[config.mk]
export PLATFORM = sky130hd
export DESIGN_NAME = chroma_box_downsampler_flat
export DESIGN_NICKNAME = d
export VERILOG_FILES = /design/src/sv/cbd_pkg.sv /design/src/sv/cbd_if.sv /design/src/sv/cbd_front.sv /design/src/sv/cbd_queue.sv /design/src/sv/cbd_back.sv /design/src/sv/chroma_box_downsampler.sv /design/src/flat_wrapper.sv
export SDC_FILE = /design/constraint.sdc
export NUM_CORES = 1
export LEC_CHECK = 0
export ABC_AREA = 1
export BUFFER_PORTS_ARGS = -buffer_cell sky130_fd_sc_hd__buf_2
export CORE_ASPECT_RATIO = 0.6
export CORE_MARGIN = 2
export CORE_UTILIZATION = 53
export CTS_BUF_LIST = sky130_fd_sc_hd__clkbuf_2
export CTS_CLUSTER_DIAMETER = 40
export DETAILED_ROUTE_END_ITERATION = 8
export HOLD_SLACK_MARGIN = 0.12
export PLACE_DENSITY = 0.66
export REMOVE_ABC_BUFFERS = 1
export SETUP_SLACK_MARGIN = 0.02
export SLEW_MARGIN = 30
export SYNTH_ARGS = -nofsm -noshare
export SYNTH_HDL_FRONTEND = slang
export SYNTH_SLANG_ARGS = --single-unit
[constraint.sdc]
create_clock -name clk -period 11.71 [get_ports clk]
set_clock_uncertainty 0.05 [all_clocks]
set_input_delay 1.171 -clock clk [delete_from_list [all_inputs] [get_ports clk]]
set_output_delay 1.171 -clock clk [all_outputs]
set_load 0.05 [all_outputs]
[src/sv/cbd_pkg.sv]
// Shared constants, configuration codes and transfer types for the chroma box
// downsampler. No dependencies; design files use scoped names, the testbench imports it.
package cbd_pkg;

  localparam int MAX_WIDTH   = 32;
  localparam int MAX_HEIGHT  = 32;

  localparam int POS_W       = 6;
  localparam int SAMPLE_W    = 8;
  localparam int HSUM_W      = 10;
  localparam int ACC_W       = 12;
  localparam int RATIO_W     = 3;
  localparam int CFG_W       = 6;
  localparam int CFG_IDX_W   = 2;
  localparam int COL_IDX_W   = $clog2(MAX_WIDTH);

  localparam int QUEUE_DEPTH = 4;
  localparam int QPTR_W      = $clog2(QUEUE_DEPTH);
  localparam int QCNT_W      = $clog2(QUEUE_DEPTH + 1);

  // Register indexes
  localparam logic [CFG_IDX_W-1:0] CFG_REGION_WIDTH  = 2'd0;
  localparam logic [CFG_IDX_W-1:0] CFG_REGION_HEIGHT = 2'd1;
  localparam logic [CFG_IDX_W-1:0] CFG_HORIZ_RATIO   = 2'd2;
  localparam logic [CFG_IDX_W-1:0] CFG_VERT_RATIO    = 2'd3;

  localparam logic [POS_W-1:0]   RESET_WIDTH  = 6'd16;
  localparam logic [POS_W-1:0]   RESET_HEIGHT = 6'd16;
  localparam logic [RATIO_W-1:0] RESET_HORIZ  = 3'd2;
  localparam logic [RATIO_W-1:0] RESET_VERT   = 3'd2;

  // Odd factor of the group size (the power-of-two part is a shift)
  localparam logic [1:0] DIV_ONE   = 2'd0;
  localparam logic [1:0] DIV_THREE = 2'd1;
  localparam logic [1:0] DIV_NINE  = 2'd2;

  // floor(x * RECIP >> SHIFT) == floor(x / d) for every ACC_W-bit x
  localparam logic [ACC_W-1:0] RECIP3       = 12'd2731;
  localparam int               RECIP3_SHIFT = 13;
  localparam logic [ACC_W-1:0] RECIP9       = 12'd3641;
  localparam int               RECIP9_SHIFT = 15;

  typedef struct packed {
    logic [POS_W-1:0]   width;
    logic [POS_W-1:0]   height;
    logic [RATIO_W-1:0] horiz;
    logic [RATIO_W-1:0] vert;
  } cfg_t;

  // One completed horizontal group, handed from front to back
  typedef struct packed {
    logic [HSUM_W-1:0]    hsum;
    logic [COL_IDX_W-1:0] column;
    logic                 column_ok;
    logic                 fresh;
    logic                 emit;
    logic                 last;
    logic [2:0]           div_shift;
    logic [1:0]           div_mode;
  } group_t;

  typedef struct packed {
    logic              not_empty;
    logic              full;
    logic [QCNT_W-1:0] count;
  } queue_status_t;

endpackage

[src/sv/cbd_if.sv]
// Valid/ready channel interfaces for the chroma box downsampler.
// Depends on cbd_pkg for payload widths.
interface sample_if;
  logic                         valid;
  logic                         ready;
  logic [cbd_pkg::SAMPLE_W-1:0] sample;

  modport source (output valid, output sample, input ready);
  modport sink   (input valid, input sample, output ready);
endinterface

interface average_if;
  logic                         valid;
  logic                         ready;
  logic [cbd_pkg::SAMPLE_W-1:0] average;
  logic                         last_of_region;

  modport source (output valid, output average, output last_of_region, input ready);
  modport sink   (input valid, input average, input last_of_region, output ready);
endinterface

[src/sv/cbd_front.sv]
// Front end: accepts samples, tracks raster position and the horizontal sum,
// and queues one record per completed horizontal group. Depends on cbd_pkg, cbd_if.
module cbd_front (
  input  logic                  clk,
  input  logic                  rst,
  input  cbd_pkg::cfg_t         cfg,
  sample_if.sink                sample_ch,
  input  cbd_pkg::queue_status_t qstat,
  output logic                  push,
  output cbd_pkg::group_t       entry
);

  typedef struct packed {
    logic [cbd_pkg::POS_W-1:0] q;
    logic [1:0]                r;
  } quot_t;

  function automatic quot_t ratio_split(input logic [cbd_pkg::POS_W-1:0] x,
                                        input logic [cbd_pkg::RATIO_W-1:0] h);
    quot_t                     res;
    logic [12:0]               prod;
    logic [cbd_pkg::POS_W-1:0] rem;
    prod = 13'(x) * 13'd43;
    rem  = x - {prod[11:7], 1'b0} - prod[12:7];
    unique case (h)
      3'd2:    begin res.q = x >> 1; res.r = {1'b0, x[0]}; end
      3'd3:    begin res.q = prod[12:7]; res.r = rem[1:0]; end
      3'd4:    begin res.q = x >> 2; res.r = x[1:0]; end
      default: begin res.q = x; res.r = 2'd0; end
    endcase
    return res;
  endfunction

  function automatic logic [cbd_pkg::RATIO_W-1:0] clamp_ratio(
      input logic [cbd_pkg::RATIO_W-1:0] r);
    if (r == 3'd0) return 3'd1;
    if (r > 3'd4)  return 3'd4;
    return r;
  endfunction

  function automatic logic [1:0] twos(input logic [cbd_pkg::RATIO_W-1:0] r);
    if (r == 3'd2) return 2'd1;
    if (r == 3'd4) return 2'd2;
    return 2'd0;
  endfunction

  logic [cbd_pkg::POS_W-1:0]   col, row;
  logic [cbd_pkg::HSUM_W-1:0]  row_sum;
  logic [cbd_pkg::POS_W-1:0]   w, ht;
  logic [cbd_pkg::RATIO_W-1:0] h, v;
  quot_t                       cs, rs;
  logic [cbd_pkg::HSUM_W-1:0]  hsum;
  logic                        complete, end_col, end_row, accept;
  logic [1:0]                  threes;
  logic [2:0]                  h_m1, v_m1;

  always_comb begin
    if (cfg.width == '0)                      w = 6'd1;
    else if (int'(cfg.width) > cbd_pkg::MAX_WIDTH) w = cbd_pkg::POS_W'(cbd_pkg::MAX_WIDTH);
    else                                      w = cfg.width;
    if (cfg.height == '0)                     ht = 6'd1;
    else if (int'(cfg.height) > cbd_pkg::MAX_HEIGHT) ht = cbd_pkg::POS_W'(cbd_pkg::MAX_HEIGHT);
    else                                      ht = cfg.height;
  end

  assign h        = clamp_ratio(cfg.horiz);
  assign v        = clamp_ratio(cfg.vert);
  assign h_m1     = h - 3'd1;
  assign v_m1     = v - 3'd1;
  assign cs       = ratio_split(col, h);
  assign rs       = ratio_split(row, v);
  assign complete = (cs.r == h_m1[1:0]);
  assign end_col  = ({1'b0, col} + 7'd1) >= {1'b0, w};
  assign end_row  = ({1'b0, row} + 7'd1) >= {1'b0, ht};
  assign hsum     = (cs.r == 2'd0) ? {2'b00, sample_ch.sample}
                                   : row_sum + {2'b00, sample_ch.sample};
  assign threes   = {1'b0, h == 3'd3} + {1'b0, v == 3'd3};

  assign sample_ch.ready = !qstat.full;
  assign accept          = sample_ch.valid && sample_ch.ready;
  assign push            = accept && complete;

  always_comb begin
    entry.hsum      = hsum;
    entry.column    = cs.q[cbd_pkg::COL_IDX_W-1:0];
    entry.column_ok = int'(cs.q) < cbd_pkg::MAX_WIDTH;
    entry.fresh     = (rs.r == 2'd0);
    entry.emit      = (rs.r == v_m1[1:0]);
    entry.last      = end_col && end_row;
    entry.div_shift = {1'b0, twos(h)} + {1'b0, twos(v)};
    unique case (threes)
      2'd0:    entry.div_mode = cbd_pkg::DIV_ONE;
      2'd1:    entry.div_mode = cbd_pkg::DIV_THREE;
      default: entry.div_mode = cbd_pkg::DIV_NINE;
    endcase
  end

  always_ff @(posedge clk) begin
    if (rst) begin
      col     <= '0;
      row     <= '0;
      row_sum <= '0;
    end else if (accept) begin
      if (end_col) begin
        col     <= '0;
        row_sum <= '0;
        row     <= end_row ? '0 : row + 6'd1;
      end else begin
        col     <= col + 6'd1;
        row_sum <= complete ? '0 : hsum;
      end
    end
  end

endmodule

[src/sv/cbd_queue.sv]
// Short FIFO of completed horizontal groups between front and back.
// Depends on cbd_pkg.
module cbd_queue (
  input  logic                   clk,
  input  logic                   rst,
  input  logic                   push,
  input  cbd_pkg::group_t        entry,
  input  logic                   pop,
  output cbd_pkg::group_t        head,
  output cbd_pkg::queue_status_t qstat
);

  cbd_pkg::group_t            slots [cbd_pkg::QUEUE_DEPTH];
  logic [cbd_pkg::QPTR_W-1:0] wr_ptr, rd_ptr;
  logic [cbd_pkg::QCNT_W-1:0] count;

  assign head            = slots[rd_ptr];
  assign qstat.count     = count;
  assign qstat.not_empty = (count != '0);
  assign qstat.full      = (count == cbd_pkg::QCNT_W'(cbd_pkg::QUEUE_DEPTH));

  always_ff @(posedge clk) begin
    if (push) slots[wr_ptr] <= entry;
  end

  always_ff @(posedge clk) begin
    if (rst) begin
      wr_ptr <= '0;
      rd_ptr <= '0;
      count  <= '0;
    end else begin
      if (push) wr_ptr <= wr_ptr + 1'b1;
      if (pop)  rd_ptr <= rd_ptr + 1'b1;
      unique case ({push, pop})
        2'b10:   count <= count + 1'b1;
        2'b01:   count <= count - 1'b1;
        default: count <= count;
      endcase
    end
  end

endmodule

[src/sv/cbd_back.sv]
// Back end: column accumulators, group-size division and the output register.
// Depends on cbd_pkg, cbd_if.
module cbd_back (
  input  logic                   clk,
  input  logic                   rst,
  input  cbd_pkg::group_t        head,
  input  cbd_pkg::queue_status_t qstat,
  output logic                   pop,
  average_if.source              average_ch
);

  logic [cbd_pkg::ACC_W-1:0] column_acc [cbd_pkg::MAX_WIDTH];

  cbd_pkg::group_t               grp;
  logic                          grp_valid;
  logic [cbd_pkg::ACC_W-1:0]     grp_prev;
  logic [cbd_pkg::ACC_W-1:0]     prev, acc;
  logic                          grp_fire, grp_free, acc_write;
  logic                          out_free, s1_free;
  logic                          s1_valid, s1_last;
  logic [cbd_pkg::ACC_W-1:0]     s1_value;
  logic [1:0]                    s1_mode;
  logic [cbd_pkg::ACC_W-1:0]     recip;
  logic [2*cbd_pkg::ACC_W-1:0]   prod, quot;
  logic                          out_valid;

  assign prev = (grp.fresh || !grp.column_ok) ? '0 : grp_prev;
  assign acc  = prev + {2'b00, grp.hsum};

  assign out_free  = !out_valid || average_ch.ready;
  assign s1_free   = !s1_valid || out_free;
  assign grp_fire  = grp_valid && (!grp.emit || s1_free);
  assign grp_free  = !grp_valid || grp_fire;
  assign pop       = qstat.not_empty && grp_free;
  assign acc_write = grp_fire && !grp.emit && grp.column_ok;

  // Read the popped group's column into grp_prev as it is popped; forward a same-column write
  always_ff @(posedge clk) begin
    if (acc_write) column_acc[grp.column] <= acc;
    if (pop) begin
      grp      <= head;
      grp_prev <= (acc_write && grp.column == head.column) ? acc : column_acc[head.column];
    end
  end

  always_comb begin
    unique case (s1_mode)
      cbd_pkg::DIV_THREE: recip = cbd_pkg::RECIP3;
      cbd_pkg::DIV_NINE:  recip = cbd_pkg::RECIP9;
      default:            recip = 12'd1;
    endcase
    prod = (2*cbd_pkg::ACC_W)'(s1_value) * (2*cbd_pkg::ACC_W)'(recip);
    unique case (s1_mode)
      cbd_pkg::DIV_THREE: quot = prod >> cbd_pkg::RECIP3_SHIFT;
      cbd_pkg::DIV_NINE:  quot = prod >> cbd_pkg::RECIP9_SHIFT;
      default:            quot = prod;
    endcase
  end

  always_ff @(posedge clk) begin
    if (s1_free) begin
      s1_value <= acc >> grp.div_shift;
      s1_mode  <= grp.div_mode;
      s1_last  <= grp.last;
    end
    if (out_free) begin
      average_ch.average        <= quot[cbd_pkg::SAMPLE_W-1:0];
      average_ch.last_of_region <= s1_last;
    end
  end

  always_ff @(posedge clk) begin
    if (rst) begin
      grp_valid <= 1'b0;
      s1_valid  <= 1'b0;
      out_valid <= 1'b0;
    end else begin
      if (grp_free) grp_valid <= pop;
      if (s1_free)  s1_valid  <= grp_fire && grp.emit;
      if (out_free) out_valid <= s1_valid;
    end
  end

  assign average_ch.valid = out_valid;

endmodule

[src/sv/chroma_box_downsampler.sv]
// Chroma box downsampler: averages each horiz-by-vert group of 8-bit samples.
// Throughput: one sample per cycle; the front takes a sample whenever the
// four-entry group queue has room, the back retires one queued group a cycle unless the output stalls.
// Path: once its completing sample is taken, an average passes the queue, the
// accumulator read, the divide stage and the output register.
// Reset: synchronous rst clears positions, sums, queue and valids, not accumulators.
module chroma_box_downsampler (
  input  logic                            clk,
  input  logic                            rst,
  sample_if.sink                          sample_ch,
  average_if.source                       average_ch,
  input  logic                            cfg_write_en,
  input  logic [cbd_pkg::CFG_IDX_W-1:0]   cfg_index,
  input  logic [cbd_pkg::CFG_W-1:0]       cfg_data
);
  // Accumulators are not cleared: each is written at the top row of a band before it is read.

  cbd_pkg::cfg_t          cfg;
  cbd_pkg::group_t        entry, head;
  cbd_pkg::queue_status_t qstat;
  logic                   push, pop;

  // Configuration registers, taken at once; the user must make writes only while idle, which the block does not enforce
  always_ff @(posedge clk) begin
    if (rst) begin
      cfg.width  <= cbd_pkg::RESET_WIDTH;
      cfg.height <= cbd_pkg::RESET_HEIGHT;
      cfg.horiz  <= cbd_pkg::RESET_HORIZ;
      cfg.vert   <= cbd_pkg::RESET_VERT;
    end else if (cfg_write_en) begin
      unique case (cfg_index)
        cbd_pkg::CFG_REGION_WIDTH:  cfg.width  <= cfg_data;
        cbd_pkg::CFG_REGION_HEIGHT: cfg.height <= cfg_data;
        cbd_pkg::CFG_HORIZ_RATIO:   cfg.horiz  <= cfg_data[cbd_pkg::RATIO_W-1:0];
        cbd_pkg::CFG_VERT_RATIO:    cfg.vert   <= cfg_data[cbd_pkg::RATIO_W-1:0];
      endcase
    end
  end

  // Front: position tracking, running horizontal sum, group classification
  cbd_front u_front (
    .clk       (clk),
    .rst       (rst),
    .cfg       (cfg),
    .sample_ch (sample_ch),
    .qstat     (qstat),
    .push      (push),
    .entry     (entry)
  );

  // Group queue: decouples sample intake from output back-pressure
  cbd_queue u_queue (
    .clk   (clk),
    .rst   (rst),
    .push  (push),
    .entry (entry),
    .pop   (pop),
    .head  (head),
    .qstat (qstat)
  );

  // Back: accumulate down the band, divide and hold the result for the sink
  cbd_back u_back (
    .clk        (clk),
    .rst        (rst),
    .head       (head),
    .qstat      (qstat),
    .pop        (pop),
    .average_ch (average_ch)
  );

  // Queue occupancy never exceeds its depth
  assert property (@(posedge clk) disable iff (rst)
    qstat.count <= cbd_pkg::QCNT_W'(cbd_pkg::QUEUE_DEPTH))
    else $error("group queue overflow");

  // Back only retires a group that is actually queued
  assert property (@(posedge clk) disable iff (rst) pop |-> qstat.not_empty)
    else $error("pop from empty group queue");

  // A request on the output side never survives reset
  assert property (@(posedge clk) $past(rst) |-> !average_ch.valid)
    else $error("output valid right after reset");

endmodule

[src/flat_wrapper.sv]
// flat-port wrapper written by rule: the top's interface ports become plain ports
module chroma_box_downsampler_flat 
  (clk, rst, cfg_write_en, cfg_index, cfg_data, sample_ch_valid, sample_ch_sample, sample_ch_ready, average_ch_valid, average_ch_average, average_ch_last_of_region, average_ch_ready);
  sample_if sample_ch_i ();
  average_if average_ch_i ();
  input  logic clk;
  input  logic rst;
  input  logic cfg_write_en;
  input  logic [cbd_pkg::CFG_IDX_W-1:0] cfg_index;
  input  logic [cbd_pkg::CFG_W-1:0] cfg_data;
  input wire logic [$bits(sample_ch_i.valid)-1:0] sample_ch_valid;
  input wire logic [$bits(sample_ch_i.sample)-1:0] sample_ch_sample;
  output wire logic [$bits(sample_ch_i.ready)-1:0] sample_ch_ready;
  output wire logic [$bits(average_ch_i.valid)-1:0] average_ch_valid;
  output wire logic [$bits(average_ch_i.average)-1:0] average_ch_average;
  output wire logic [$bits(average_ch_i.last_of_region)-1:0] average_ch_last_of_region;
  input wire logic [$bits(average_ch_i.ready)-1:0] average_ch_ready;
  assign sample_ch_i.valid = sample_ch_valid;
  assign sample_ch_i.sample = sample_ch_sample;
  assign sample_ch_ready = sample_ch_i.ready;
  assign average_ch_valid = average_ch_i.valid;
  assign average_ch_average = average_ch_i.average;
  assign average_ch_last_of_region = average_ch_i.last_of_region;
  assign average_ch_i.ready = average_ch_ready;
  chroma_box_downsampler u_core (.clk(clk), .rst(rst), .sample_ch(sample_ch_i), .average_ch(average_ch_i), .cfg_write_en(cfg_write_en), .cfg_index(cfg_index), .cfg_data(cfg_data));
endmodule
==> impl_metrics.ini <==
[outcome]
status = completed

[die]
start_util_pct = 53.8
dieArea_um2 = 58700
die_y_um = 188
rows = 67
fp.dieW_um = 311
core_um2 = 55900
io_pins = 32

[global_routing]
grt_pass1_wl_mm = 116
grt_pass1_vias = 20600
grt_util_all_layers_pct = 25.6
antenna_found_initial = 1
grt-ovfl-total = 0
grt_max_degree = 115

[timing]
max_slew_margin_pct = 28.2
rsz0062_at_grt = false
slew_viol_final = 0
finalHoldViolations = 0
period_share_pct = 58.5
tightest_slew_ps = 1060
fin_setup_tns_ps = 0
max_freq_mhz = 146
finalSetupViolations = 0
min_period_ps = 6850

[setup_path]
path_buf_inv = 8
cp-start-kind = register
crit_top_cell = inv_1
critPathArrivalTime_ps = 7610
cp_cell_sequence = inv_1, ha_1, clkinv_1, nand2_1, inv_1, fa_1, inv_1, fa_1, fa_1, inv_1, fa_1, inv_1, fa_1, inv_1, ha_1, nand2_1, or2_2, nand2_1, inv_1, o21ai_0, a21boi_0, or2_2, nand3_1, a31oi_1
cp_top_family = adder cells
cpPeakStageDelay_ps = 660
crit_type = register to register
cp_max_fo = 18
end_kind = register
slowest_stage = clkinv_1
critPathRequiredTime_ps = 12470

[clock_tree]
cts_resized = 0
numCtsBuffers = 139
postCtsHoldBufs = 2
cts.path.max_buffers = 3
root_buffer = clkbuf_2
clkSinkCount = 592
clk_latency_ps = 1160
clk_pin_slew_ps = 110
htreeDepth = 4
post-cts-setup-buffers = 0
cts_tree = done

[detailed_routing]
drcViolationCount = 0
first_pass_iters = 6
route.final.wire_length_mm = 74.3
wl_per_cell_um = 19.8
viasPerCell = 5.68
ant_nets = 0
drtIter0Drc = 2413
via_count = 21400

[flow_run]
drv_cap = 0

[logic_synthesis]
yosysSeqAreaShare_pct = 57.4
synth_area_per_cell_um2 = 10.8
synth-async-reset-ratio_pct = 0
ys_types = 50
synth_area_um2 = 30100
synth_cells = 2789
synth_edf_count = 540
yosys_warnings = 0
synth_flop_cell = edfxtp_1
ys_ff_latch = 592

[place]
io_buffers = 31
gp_congestion = 0.913
dpl.hpwl_mm = 47.7

[min_path]
hold_class = input port to register

[final_layout]
syn2layout_area_growth_pct = 8.02
nets = 3157
drive_gt1_share_pct = 12.8
nFillCells = 4696
## registers in the layout, summed over array words and instances (netlist names), named ones only
register,count
u_core.u_back.column_acc,384
u_core.u_queue.slots,96
u_core.u_back.grp,24
u_core.cfg,18
u_core.u_back.grp_prev,12
u_core.u_back.s1_value,12
u_core.u_front.row_sum,10
u_core.u_back.average_ch.average,8
u_core.u_front.col,6
u_core.u_front.row,6
u_core.u_queue.count,3
u_core.u_back.s1_mode,2
u_core.u_queue.rd_ptr,2
u_core.u_queue.wr_ptr,2
u_core.u_back.average_ch.last_of_region,1
u_core.u_back.average_ch.valid,1
u_core.u_back.grp_valid,1
u_core.u_back.s1_last,1
u_core.u_back.s1_valid,1
## cell usage in the layout (no fill, tap or decap), types with 26 or more instances in the layout
master    instances
edfxtp_1        540
o211ai_1         49
or2_2            36
nor2_1          329
clkbuf_2        209
inv_1           343
a21oi_1         129
clkinv_1         26
nand2_1         320
buf_4            49
ha_1            173
fa_1             65
o311ai_0         46
o22ai_1          35
nand3_1         157
o21ai_0         212
dfxtp_1          52
buf_2            31
## area by class of cell
type	count	area, um2	share of cell area, %
Inverter	353	1330	4.09
Sequential cell	592	17300	53.1
Antenna cell	1	2.50	0.00771
Clock inverter	35	278	0.855
Clock buffer	209	1050	3.22
Multi-Input combinational cell	1729	11000	34.0
Timing Repair Buffer	83	571	1.76
Tap cell	759	950	2.92
## through the flow
step                      setup slack [ps]  hold WS, ps  cell area (um2)  instances  util, %
after detailed placement              4940          358            31100       3513     55.6
after CTS                             4880          150            32400       3759     58.0
after floorplan                       5840          350            29500       2674        -
final                                 4860          252            32500       3761     58.1
after global routing                  4300          177            32500       3761     58.1
after global placement                5030          358            31100       3513     55.6
## synth_stat cells, types with 2 or more instances
cell type,n,area share [%]
buf_2,41,0.68
xor2_1,27,0.79
o311ai_0,49,1.4
o311ai_1,12,0.35
mux2i_1,3,0.10
xnor2_1,14,0.41
and2_1,3,0.062
nand3b_1,5,0.12
o211ai_1,49,1.2
a21o_1,3,0.075
o21ai_0,212,3.5
o31ai_1,2,0.050
edfxtp_1,540,54
o22ai_1,35,0.73
inv_1,343,4.3
nor3_1,15,0.25
or2_0,5,0.10
o21ai_1,3,0.050
nand4_1,16,0.33
or2_2,36,0.75
a21oi_1,129,2.1
buf_6,9,0.34
ha_1,173,7.2
or2_1,2,0.042
o21a_1,3,0.075
nand3_2,6,0.20
inv_2,6,0.075
o221ai_1,7,0.20
buf_4,4,0.10
nand2_4,2,0.075
o21bai_1,5,0.12
nand2_1,321,4.0
dfxtp_1,52,3.5
o2111ai_1,2,0.058
fa_1,65,4.3
clkbuf_1,60,0.75
a21boi_0,5,0.12
nor2_2,2,0.042
clkinv_1,4,0.050
nand3_1,157,2.6
nor2_1,346,4.3
a31oi_1,8,0.17
## final timing paths
path,start,endpoint,slack [ps],cells past startpoint
setup reg to reg,u_core.u_back.s1_mode[0]$_DFFE_PP_,u_core.u_back.average_ch.average[1]$_DFFE_PP_,4860,24
setup / recovery,u_core.u_back.s1_mode[0]$_DFFE_PP_,u_core.u_back.average_ch.average[1]$_DFFE_PP_,4860,24
hold reg to reg,u_core.u_back.grp[5]$_DFFE_PP_,u_core.u_back.s1_last$_DFFE_PP_,380,0
hold / removal,cfg_data[1],u_core.cfg[1]$_SDFFE_PP1P_,250,3
## cell families (layout without fill, tap and decap cells)
kind of cell,count (synthesis),in the layout,synth area share (%)
compound gates,528,528,10.5
xor+xnor,41,41,1.19
fa+ha+maj,238,238,11.5
buf+inv,468,680,6.29
flops,592,592,57.4
mux,3,3,0.0999
other cells,0,1,0
simple gates,919,919,13.0
## worst min-delay path: stages
cell and delay [ps]:
buf_2 130, a21oi_1 70, o21ai_0 60
## layer usage
metal	GRT usage [%]	vias to the layer above	share of wire (%)	wire (um)
met5	0	-	0	0
met4	6.93	0	1.6	1150
met3	6.09	94	9.4	7000
met2	35.8	880	41	30600
met1	39.7	10400	48	35600
li1	-	10000	-	-
Power is left out: the tool's default activity adds up to more than one toggle a clock period on the data nets, which glitch-free logic cannot reach.
